<file path="src/rtl/pst_pkg.sv">
// shared types and constants for the polygon stream triangulator
package pst_pkg;

  // work kinds handed from the front to the back through the queue
  typedef enum logic [1:0] {
    KIND_TRI  = 2'd0,
    KIND_QUAD = 2'd1,
    KIND_DROP = 2'd2,
    KIND_ERR  = 2'd3
  } cmd_kind_t;

  typedef struct packed {
    cmd_kind_t kind;
    logic      split;  // quad: diagonal 0-2 strictly shorter than 1-3
  } cmd_ctl_t;

  localparam int CTL_BITS = $bits(cmd_ctl_t);

  localparam logic [1:0] STATUS_TRI  = 2'd0;
  localparam logic [1:0] STATUS_DROP = 2'd1;
  localparam logic [1:0] STATUS_ERR  = 2'd2;

  localparam logic [2:0] TRI_VERTS  = 3'd3;
  localparam logic [2:0] QUAD_VERTS = 3'd4;
  localparam logic [2:0] COUNT_MAX  = 3'd7;

  localparam int QUEUE_DEPTH = 4;

endpackage

</file>
<file path="src/rtl/pst_queue.sv">
// small register queue between the front and the back
module pst_queue import pst_pkg::*; #(
  parameter int WIDTH = 8,
  parameter int DEPTH = 4
) (
  input  logic             clk,
  input  logic             rst,
  input  logic             push,
  input  logic [WIDTH-1:0] push_data,
  output logic             full,
  input  logic             pop,
  output logic [WIDTH-1:0] head,
  output logic             empty
);

  localparam int AW = $clog2(DEPTH);

  logic [WIDTH-1:0] entries [DEPTH];
  logic [AW:0]      wptr;
  logic [AW:0]      rptr;

  assign empty = (wptr == rptr);
  assign full  = (wptr[AW] != rptr[AW]) && (wptr[AW-1:0] == rptr[AW-1:0]);
  assign head  = entries[rptr[AW-1:0]];

  always_ff @(posedge clk) begin
    if (rst) begin
      wptr <= '0;
      rptr <= '0;
    end else begin
      if (push) begin
        wptr <= wptr + (AW+1)'(1);
      end
      if (pop) begin
        rptr <= rptr + (AW+1)'(1);
      end
    end
  end

  always_ff @(posedge clk) begin
    if (push) begin
      entries[wptr[AW-1:0]] <= push_data;
    end
  end

  assert property (@(posedge clk) disable iff (rst) push |-> !full)
    else $error("queue written while full");
  assert property (@(posedge clk) disable iff (rst) pop |-> !empty)
    else $error("queue read while empty");
  assert property (@(posedge clk) disable iff (rst) (push && !pop && !empty) |=> !empty)
    else $error("queue lost an entry");

endmodule

</file>
<file path="src/rtl/pst_front.sv">
// front: takes stream items, keeps the open polygon and queues work for the back
module pst_front import pst_pkg::*; #(
  parameter int INDEX_BITS    = 20,
  parameter int COORD_BITS    = 20,
  parameter int POSITION_BITS = 24,
  parameter int ENTRY_W       = CTL_BITS + 2*POSITION_BITS + 4*INDEX_BITS
) (
  input  logic                         clk,
  input  logic                         rst,
  input  logic                         cfg_wr_en,
  input  logic [INDEX_BITS:0]          cfg_wr_data,
  input  logic                         in_valid,
  output logic                         in_stall,
  input  logic                         first_of_mesh,
  input  logic                         is_terminator,
  input  logic [INDEX_BITS-1:0]        vertex_index,
  input  logic signed [COORD_BITS-1:0] coord_x,
  input  logic signed [COORD_BITS-1:0] coord_y,
  input  logic signed [COORD_BITS-1:0] coord_z,
  output logic                         push,
  output logic [ENTRY_W-1:0]           push_data,
  input  logic                         full
);

  localparam int DW = COORD_BITS + 1;
  localparam int QW = 2 * DW;
  localparam int SW = QW + 2;

  logic [INDEX_BITS:0]     vertex_count;
  logic [2:0]              poly_count;
  logic [POSITION_BITS-1:0] spos;
  logic [POSITION_BITS-1:0] start_pos;
  logic [POSITION_BITS-1:0] face;
  logic                    lock;

  logic [2:0]              poly_count_next;
  logic [POSITION_BITS-1:0] spos_next;
  logic [POSITION_BITS-1:0] start_pos_next;
  logic [POSITION_BITS-1:0] face_next;
  logic                    lock_next;

  logic [INDEX_BITS-1:0]        buf_idx [4];
  logic signed [COORD_BITS-1:0] buf_x   [4];
  logic signed [COORD_BITS-1:0] buf_y   [4];
  logic signed [COORD_BITS-1:0] buf_z   [4];

  // distance pipe: difference, squares, sum
  logic                 p1_valid;
  logic                 p1_sel;
  logic signed [DW-1:0] dx;
  logic signed [DW-1:0] dy;
  logic signed [DW-1:0] dz;
  logic                 p2_valid;
  logic                 p2_sel;
  logic [QW-1:0]        sqx;
  logic [QW-1:0]        sqy;
  logic [QW-1:0]        sqz;
  logic [SW-1:0]        d02;
  logic [SW-1:0]        d13;

  logic [2:0]               eff_count;
  logic                     eff_lock;
  logic [POSITION_BITS-1:0] eff_spos;
  logic [POSITION_BITS-1:0] eff_start;
  logic [POSITION_BITS-1:0] eff_face;
  logic                     is_err;
  logic                     quad_term;
  logic                     do_push;
  logic                     pipe_busy;
  logic                     acc;
  logic                     store;
  logic [1:0]               pair_slot;
  cmd_ctl_t                 ctl;
  logic [POSITION_BITS-1:0] base;
  logic [INDEX_BITS-1:0]    idx0;

  assign eff_count = first_of_mesh ? 3'd0 : poly_count;
  assign eff_lock  = first_of_mesh ? 1'b0 : lock;
  assign eff_spos  = first_of_mesh ? '0 : spos;
  assign eff_start = first_of_mesh ? '0 : start_pos;
  assign eff_face  = first_of_mesh ? '0 : face;

  assign is_err    = !eff_lock && !is_terminator && ({1'b0, vertex_index} >= vertex_count);
  assign quad_term = !eff_lock && is_terminator && (eff_count == QUAD_VERTS);
  assign do_push   = !eff_lock && (is_terminator || is_err);
  assign pipe_busy = p1_valid || p2_valid;

  // a quad terminator waits for the second diagonal to land
  assign in_stall = (do_push && full) || (quad_term && pipe_busy);
  assign acc      = in_valid && !in_stall;
  assign push     = acc && do_push;
  assign store    = acc && !eff_lock && !is_terminator && !is_err;
  assign pair_slot = {1'b0, eff_count[0]};

  always_comb begin
    ctl.split = (d02 < d13);
    if (!is_terminator) begin
      ctl.kind = KIND_ERR;
    end else if (eff_count == TRI_VERTS) begin
      ctl.kind = KIND_TRI;
    end else if (eff_count == QUAD_VERTS) begin
      ctl.kind = KIND_QUAD;
    end else begin
      ctl.kind = KIND_DROP;
    end
    base = is_terminator ? eff_start : eff_spos;
    idx0 = is_terminator ? buf_idx[0] : vertex_index;
  end

  assign push_data = {ctl, eff_face, base, buf_idx[3], buf_idx[2], buf_idx[1], idx0};

  always_comb begin
    poly_count_next = poly_count;
    spos_next       = spos;
    start_pos_next  = start_pos;
    face_next       = face;
    lock_next       = lock;
    if (acc) begin
      poly_count_next = eff_count;
      spos_next       = eff_spos;
      start_pos_next  = eff_start;
      face_next       = eff_face;
      lock_next       = eff_lock;
      if (!eff_lock) begin
        if (is_terminator) begin
          spos_next       = eff_spos + POSITION_BITS'(1);
          start_pos_next  = eff_spos + POSITION_BITS'(1);
          face_next       = eff_face + POSITION_BITS'(1);
          poly_count_next = 3'd0;
        end else if (is_err) begin
          lock_next = 1'b1;
        end else begin
          if (eff_count != COUNT_MAX) begin
            poly_count_next = eff_count + 3'd1;
          end
          spos_next = eff_spos + POSITION_BITS'(1);
        end
      end
    end
  end

  always_ff @(posedge clk) begin
    if (rst) begin
      vertex_count <= '0;
      poly_count   <= '0;
      spos         <= '0;
      start_pos    <= '0;
      face         <= '0;
      lock         <= 1'b0;
      p1_valid     <= 1'b0;
      p2_valid     <= 1'b0;
    end else begin
      if (cfg_wr_en) begin
        vertex_count <= cfg_wr_data;
      end
      poly_count <= poly_count_next;
      spos       <= spos_next;
      start_pos  <= start_pos_next;
      face       <= face_next;
      lock       <= lock_next;
      p1_valid   <= store && ((eff_count == 3'd2) || (eff_count == 3'd3));
      p2_valid   <= p1_valid;
    end
  end

  always_ff @(posedge clk) begin
    if (store && !eff_count[2]) begin
      buf_idx[eff_count[1:0]] <= vertex_index;
      buf_x[eff_count[1:0]]   <= coord_x;
      buf_y[eff_count[1:0]]   <= coord_y;
      buf_z[eff_count[1:0]]   <= coord_z;
    end
    // third vertex pairs with the first, fourth with the second
    p1_sel <= eff_count[0];
    dx     <= DW'(coord_x) - DW'(buf_x[pair_slot]);
    dy     <= DW'(coord_y) - DW'(buf_y[pair_slot]);
    dz     <= DW'(coord_z) - DW'(buf_z[pair_slot]);
    p2_sel <= p1_sel;
    sqx    <= QW'(dx * dx);
    sqy    <= QW'(dy * dy);
    sqz    <= QW'(dz * dz);
    if (p2_valid) begin
      if (p2_sel) begin
        d13 <= SW'(sqx) + SW'(sqy) + SW'(sqz);
      end else begin
        d02 <= SW'(sqx) + SW'(sqy) + SW'(sqz);
      end
    end
  end

  assert property (@(posedge clk) disable iff (rst) (acc && quad_term) |-> !pipe_busy)
    else $error("quad split taken before its distances settled");
  assert property (@(posedge clk) disable iff (rst) $rose(lock) |-> $past(push))
    else $error("error lock set without an error transfer");
  assert property (@(posedge clk) disable iff (rst) p2_valid |-> $past(p1_valid))
    else $error("distance pipe out of step");

endmodule

</file>
<file path="src/rtl/pst_back.sv">
// back: turns queued work into result transfers through an output register
module pst_back import pst_pkg::*; #(
  parameter int INDEX_BITS    = 20,
  parameter int POSITION_BITS = 24,
  parameter int ENTRY_W       = CTL_BITS + 2*POSITION_BITS + 4*INDEX_BITS
) (
  input  logic                     clk,
  input  logic                     rst,
  input  logic [ENTRY_W-1:0]       head,
  input  logic                     empty,
  output logic                     pop,
  output logic                     out_valid,
  input  logic                     out_stall,
  output logic [INDEX_BITS-1:0]    tri_vert_a,
  output logic [INDEX_BITS-1:0]    tri_vert_b,
  output logic [INDEX_BITS-1:0]    tri_vert_c,
  output logic [POSITION_BITS-1:0] src_pos_a,
  output logic [POSITION_BITS-1:0] src_pos_b,
  output logic [POSITION_BITS-1:0] src_pos_c,
  output logic [POSITION_BITS-1:0] face_number,
  output logic [1:0]               status,
  output logic                     last
);

  cmd_ctl_t                 head_ctl;
  logic [POSITION_BITS-1:0] head_face;
  logic [POSITION_BITS-1:0] head_base;
  logic [INDEX_BITS-1:0]    idx0;
  logic [INDEX_BITS-1:0]    idx1;
  logic [INDEX_BITS-1:0]    idx2;
  logic [INDEX_BITS-1:0]    idx3;

  logic phase;
  logic load;
  logic take;
  logic single;
  logic use_split;
  logic [1:0] sa;
  logic [1:0] sb;
  logic [1:0] sc;

  logic [INDEX_BITS-1:0]    va;
  logic [INDEX_BITS-1:0]    vb;
  logic [INDEX_BITS-1:0]    vc;
  logic [POSITION_BITS-1:0] pa;
  logic [POSITION_BITS-1:0] pb;
  logic [POSITION_BITS-1:0] pc;
  logic [1:0]               st;
  logic                     lst;

  assign {head_ctl, head_face, head_base, idx3, idx2, idx1, idx0} = head;

  assign load   = !out_valid || !out_stall;
  assign take   = load && !empty;
  assign single = (head_ctl.kind != KIND_QUAD);
  assign pop    = take && (single || phase);

  // a lone triangle reads like the first half of a quad split on 0-2
  assign use_split = (head_ctl.kind == KIND_TRI) ? 1'b1 : head_ctl.split;
  assign sa = (phase && !use_split) ? 2'd1 : 2'd0;
  assign sb = phase ? 2'd2 : 2'd1;
  assign sc = (!phase && !use_split) ? 2'd3 : 2'd2 + {1'b0, phase};

  always_comb begin
    va  = '0;
    vb  = '0;
    vc  = '0;
    pa  = '0;
    pb  = '0;
    pc  = '0;
    st  = STATUS_DROP;
    lst = 1'b1;
    case (head_ctl.kind)
      KIND_TRI, KIND_QUAD: begin
        va  = (sa == 2'd1) ? idx1 : idx0;
        vb  = (sb == 2'd2) ? idx2 : idx1;
        vc  = (sc == 2'd3) ? idx3 : idx2;
        pa  = head_base + POSITION_BITS'(sa);
        pb  = head_base + POSITION_BITS'(sb);
        pc  = head_base + POSITION_BITS'(sc);
        st  = STATUS_TRI;
        lst = single || phase;
      end
      KIND_ERR: begin
        va = idx0;
        pa = head_base;
        st = STATUS_ERR;
      end
      default: begin
        st = STATUS_DROP;
      end
    endcase
  end

  always_ff @(posedge clk) begin
    if (rst) begin
      out_valid <= 1'b0;
      phase     <= 1'b0;
    end else begin
      if (load) begin
        out_valid <= !empty;
      end
      if (take) begin
        phase <= single ? 1'b0 : !phase;
      end
    end
  end

  always_ff @(posedge clk) begin
    if (take) begin
      tri_vert_a  <= va;
      tri_vert_b  <= vb;
      tri_vert_c  <= vc;
      src_pos_a   <= pa;
      src_pos_b   <= pb;
      src_pos_c   <= pc;
      face_number <= head_face;
      status      <= st;
      last        <= lst;
    end
  end

  assert property (@(posedge clk) disable iff (rst)
                   phase |-> (!empty && head_ctl.kind == KIND_QUAD))
    else $error("second half of a split without its quad at the head");
  assert property (@(posedge clk) disable iff (rst) (out_valid && !last) |-> phase)
    else $error("first triangle of a quad shown without the second pending");
  assert property (@(posedge clk) disable iff (rst) $fell(phase) |-> $past(pop))
    else $error("split abandoned before the quad was retired");

endmodule

</file>
<file path="src/rtl/polygon_stream_triangulator.sv">
// top level of the polygon stream triangulator
// Usage: the input channel carries one face-stream item per transfer (a vertex
// index with its fetched coordinates, or a polygon terminator); first_of_mesh
// restarts counters, the open polygon and the error lock. vertex_count is
// written through cfg_wr_en / cfg_wr_data while the block is idle.
// The output channel carries one result per transfer: a triangle, a dropped
// polygon or an out-of-range error; last marks the final result of an item.
// Throughput: one vertex per cycle, but an out-of-range vertex waits while
// the queue is full; a quad terminator gives two results, a triangle or
// dropped polygon terminator one. A quad terminator that closely follows its
// fourth vertex waits for the three-stage distance pipe (difference, square,
// sum). A terminator's first result goes through the queue, then the output
// register. A four-entry queue sits between the front and the output register,
// so vertices keep flowing while the receiver stalls; the front stalls when the
// queue is full and an item needs an entry, or a quad waits for the pipe.
// Reset (synchronous, rst high) clears vertex_count, all counters, the lock,
// the queue pointers and the output valid flag; no result is pending after reset.
module polygon_stream_triangulator import pst_pkg::*; #(
  parameter int INDEX_BITS    = 20,
  parameter int COORD_BITS    = 20,
  parameter int POSITION_BITS = 24
) (
  input  logic                         clk,
  input  logic                         rst,
  input  logic                         cfg_wr_en,
  input  logic [INDEX_BITS:0]          cfg_wr_data,
  input  logic                         in_valid,
  output logic                         in_stall,
  input  logic                         first_of_mesh,
  input  logic                         is_terminator,
  input  logic [INDEX_BITS-1:0]        vertex_index,
  input  logic signed [COORD_BITS-1:0] coord_x,
  input  logic signed [COORD_BITS-1:0] coord_y,
  input  logic signed [COORD_BITS-1:0] coord_z,
  output logic                         out_valid,
  input  logic                         out_stall,
  output logic [INDEX_BITS-1:0]        tri_vert_a,
  output logic [INDEX_BITS-1:0]        tri_vert_b,
  output logic [INDEX_BITS-1:0]        tri_vert_c,
  output logic [POSITION_BITS-1:0]     src_pos_a,
  output logic [POSITION_BITS-1:0]     src_pos_b,
  output logic [POSITION_BITS-1:0]     src_pos_c,
  output logic [POSITION_BITS-1:0]     face_number,
  output logic [1:0]                   status,
  output logic                         last
);

  localparam int ENTRY_W = CTL_BITS + 2*POSITION_BITS + 4*INDEX_BITS;

  logic               q_push;
  logic [ENTRY_W-1:0] q_push_data;
  logic               q_full;
  logic               q_pop;
  logic [ENTRY_W-1:0] q_head;
  logic               q_empty;

  pst_front #(
    .INDEX_BITS    (INDEX_BITS),
    .COORD_BITS    (COORD_BITS),
    .POSITION_BITS (POSITION_BITS),
    .ENTRY_W       (ENTRY_W)
  ) u_front (
    .clk           (clk),
    .rst           (rst),
    .cfg_wr_en     (cfg_wr_en),
    .cfg_wr_data   (cfg_wr_data),
    .in_valid      (in_valid),
    .in_stall      (in_stall),
    .first_of_mesh (first_of_mesh),
    .is_terminator (is_terminator),
    .vertex_index  (vertex_index),
    .coord_x       (coord_x),
    .coord_y       (coord_y),
    .coord_z       (coord_z),
    .push          (q_push),
    .push_data     (q_push_data),
    .full          (q_full)
  );

  pst_queue #(
    .WIDTH (ENTRY_W),
    .DEPTH (QUEUE_DEPTH)
  ) u_queue (
    .clk       (clk),
    .rst       (rst),
    .push      (q_push),
    .push_data (q_push_data),
    .full      (q_full),
    .pop       (q_pop),
    .head      (q_head),
    .empty     (q_empty)
  );

  pst_back #(
    .INDEX_BITS    (INDEX_BITS),
    .POSITION_BITS (POSITION_BITS),
    .ENTRY_W       (ENTRY_W)
  ) u_back (
    .clk         (clk),
    .rst         (rst),
    .head        (q_head),
    .empty       (q_empty),
    .pop         (q_pop),
    .out_valid   (out_valid),
    .out_stall   (out_stall),
    .tri_vert_a  (tri_vert_a),
    .tri_vert_b  (tri_vert_b),
    .tri_vert_c  (tri_vert_c),
    .src_pos_a   (src_pos_a),
    .src_pos_b   (src_pos_b),
    .src_pos_c   (src_pos_c),
    .face_number (face_number),
    .status      (status),
    .last        (last)
  );

endmodule
</file>
<file path="config.mk">
export PLATFORM = sky130hd
export DESIGN_NAME = polygon_stream_triangulator
export DESIGN_NICKNAME = d
export VERILOG_FILES = /design/src/rtl/pst_pkg.sv /design/src/rtl/pst_queue.sv /design/src/rtl/pst_front.sv /design/src/rtl/pst_back.sv /design/src/rtl/polygon_stream_triangulator.sv
export SDC_FILE = /design/constraint.sdc
export NUM_CORES = 2
export LEC_CHECK = 0
export BUFFER_PORTS_ARGS = -buffer_cell sky130_fd_sc_hd__buf_4
export CAP_MARGIN = 30
export CORE_MARGIN = 10
export CORE_UTILIZATION = 60
export CTS_CLUSTER_SIZE = 8
export DETAILED_ROUTE_END_ITERATION = 16
export PLACE_DENSITY = 0.77
export SLEW_MARGIN = 20
export SYNTH_ARGS = -nofsm -noshare
export SYNTH_HDL_FRONTEND = slang
export SYNTH_HIERARCHICAL = 1
export SYNTH_SLANG_ARGS = --single-unit
export TNS_END_PERCENT = 5
</file>
<file path="constraint.sdc">
create_clock -name clk -period 24.7 [get_ports clk]
set_input_delay 2.47 -clock clk [delete_from_list [all_inputs] [get_ports clk]]
set_output_delay 2.47 -clock clk [all_outputs]
set_load 0.01 [all_outputs]
</file>
==> flow_summary.json <==
{
  "status": "finished clean",
  "clock_latency_ns": 0.84,
  "initial_core_util_pct": 60.4,
  "grt_start_max_net_pins": 80,
  "wl_per_cell_um": 20.7,
  "skew_ns": 0.101,
  "chipWidth_um": 422,
  "io_pins": 269,
  "fin_nets": 10600,
  "die_y_um": 422,
  "crit_path_end_kind": "flip-flop",
  "synth_cells": 8357,
  "vias": 61400,
  "syn_to_final_growth_pct": 10.1,
  "arrival_ns": 8.79,
  "slew_headroom_pct": 31.3,
  "setup_viol": 0,
  "path_clk_slew_ns": 0.05,
  "synth-warning-count": 6,
  "layout_common_cells": "inv_1 (1780), fa_1 (1287), edfxtp_1 (971)",
  "synth-seq-area-share_pct": 36.2,
  "synth_seq_cells": 1268,
  "setup_tns_ns": 0,
  "tritoncts": "done",
  "cts-hold-fix-buffers": 0,
  "avgSynthCellArea_um2": 11.6,
  "rows": 147,
  "period_share_pct": 32.9,
  "worstMarginPinSlew_ns": 1.02,
  "ys_types": 100,
  "htreeDepth": 4,
  "antenna_found_initial": 6,
  "grt_use_total_pct": 25.6,
  "layout-drive-gt1-share_pct": 9.02,
  "synth_area_um2": 96900,
  "async_reset_ff_share_pct": 0,
  "grt-ovfl-total": 0,
  "gp_congestion": 0.904,
  "via_per_inst": 5.62,
  "synthFlopType": "edfxtp_1",
  "worst_slack_ns": 16.58,
  "max_freq_ghz": 0.123,
  "rsz0062_at_grt": "false",
  "crit_required_ns": 25.37,
  "root_buffer": "clkbuf_16",
  "clockBufferDepth": 3,
  "hold_viol_final": 0,
  "synth_edf_count": 971,
  "critPathLaunchType": "flip-flop",
  "ant_nets": 0,
  "final.fill_count": 11500,
  "period_minus_slack_ns": 8.12,
  "core_region_area_um2": 161000,
  "firstDrtPassIters": 6,
  "multi_input_area_um2": 54000,
  "r2r-start": "u_front/dy[20]",
  "crit_start": "u_front/dy[20]",
  "final_core_util_pct": 66.5,
  "drc_errors": 0,
  "drt_iter0_drc": 5063,
  "worstSetupPathType": "flip-flop to flip-flop",
  "layout_commonest_cell": "inv_1",
  "grt_pass1_vias": 66800,
  "ctsResizeCount": 0,
  "place_ws_ns": 16.71,
  "holdCritPathClass": "flip-flop to flip-flop",
  "postCtsSetupRepairBufs": 0,
  "hp-start": "u_front/p1_sel",
  "finalMaxSlewViolations": 0,
  "routed_wl_mm": 226,
  "clock_sinks": 1268,
  "max-cap-violations": 0,
  "grt_pass1_wl_mm": 362,
  "dieArea_um2": 178000,
  "cts_made_buffers": 178,
  "dp_hpwl_mm": 165,
  "register_area_um2": 35100,
  "path_max_fanout": 22,
  "portBuffers": 268
}
[cell families (layout without fill, tap and decap cells)]
group | count (synthesis) | after routing | synth area share [%]
adders and majority gates | 1854 | 1854 | 33.9
and+or+nand+nor | 1720 | 1720 | 8.46
AOI/OAI and AO/OA | 858 | 858 | 5.66
buffers and inverters | 2046 | 2446 | 8.14
other | 1 | 6 | 0.00387
muxes | 301 | 301 | 4.83
xor gates and xnor gates | 309 | 309 | 2.79
DFF | 1268 | 1268 | 36.2
[worst max-delay path, stage by stage (launching register included)]
cell	delay (ns)
dfxtp_1	0.87
inv_1	0.65
nor2_1	0.39
fa_1	0.50
ha_1	0.50
fa_1	0.87
inv_1	0.29
fa_1	0.56
inv_1	0.06
fa_1	0.53
inv_1	0.05
fa_1	0.46
fa_1	0.53
inv_1	0.04
ha_1	0.33
a21oi_1	0.15
nor2b_1	0.05
o21ai_0	0.14
nand2b_1	0.11
a21oi_1	0.19
nand3_1	0.14
a31o_2	0.26
a21oi_1	0.16
xnor2_1	0.13
[Yosys cell counts, types with 24 or more instances]
library cell  number  area [um^2]
inv_1           1780         6680
and3_1            34          213
nor2b_1           80          500
nand2b_1          60          375
xnor2_1          218         1910
nor3_1            77          385
mux4_2           131         2950
dfxtp_1          297         5950
a31oi_1           28          175
o21bai_1          35          263
a22o_1            29          254
or3_1             28          175
fa_1            1287        25800
a211oi_1          27          203
nand3_1           80          400
and2_1           197         1230
edfxtp_1         971        29200
a21o_1           121          908
clkbuf_1         199          747
o21a_1            26          195
o21ai_0          186          931
ha_1             567         7090
nand4_1           36          225
nand2_1          635         2380
mux2i_1          145         1450
buf_2             29          145
xor2_1            91          797
a21oi_1          266         1330
mux2_2            24          270
nor2_1           401         1510
[metal layers]
metal  GRT usage (%)  vias to the layer above  wire length, um
li1                -                    27500                -
met1            31.4                    30900            85500
met2            44.6                     2393           114000
met3            4.34                      522            15600
met4            11.0                        2            10100
met5               0                        -               13
[final timing paths]
| path | to | slack (ns) | cells past startpoint |
|---|---|---|---|
| worst max-delay path | u_front/sqy[41] | 16.58 | 23 |
| worst min-delay path | u_front/p2_sel | 0.35 | 0 |
| worst max register to register | u_front/sqy[41] | 16.58 | 23 |
| worst min register to register | u_front/p2_sel | 0.35 | 0 |
[cell type report]
cell class | instances | share of cell area [%]
clock inverter | 17 | 0.391
sequential | 1268 | 32.9
tap | 2160 | 2.53
timing repair buffer | 355 | 2.70
antenna | 3 | 0.00703
inverter | 1786 | 6.28
clock buffer | 288 | 4.60
multi-input combinational | 5045 | 50.6
[per-stage QoR]
step | hold slack (ns) | cell area [um^2] | instances
after detailed placement | 0.317 | 101000 | 10600
after global placement | 0.319 | 101000 | 10600
after CTS | 0.341 | 107000 | 10900
after global routing | 0.349 | 107000 | 10900
final | 0.352 | 107000 | 10900
after floorplan | 0.310 | 96900 | 8359
[sequential cells by signal (all words and copies together), names as in the netlist, 41 cells and up, named ones only]
signal,flops
u_queue/entries,524
u_front/buf_idx,80
u_front/d02,44
u_front/d13,44
u_front/sqx,41
u_front/sqy,41
u_front/sqz,41
Power is left out: the tool's default activity adds up to more than one toggle a clock period on the data nets, which glitch-free logic cannot reach.
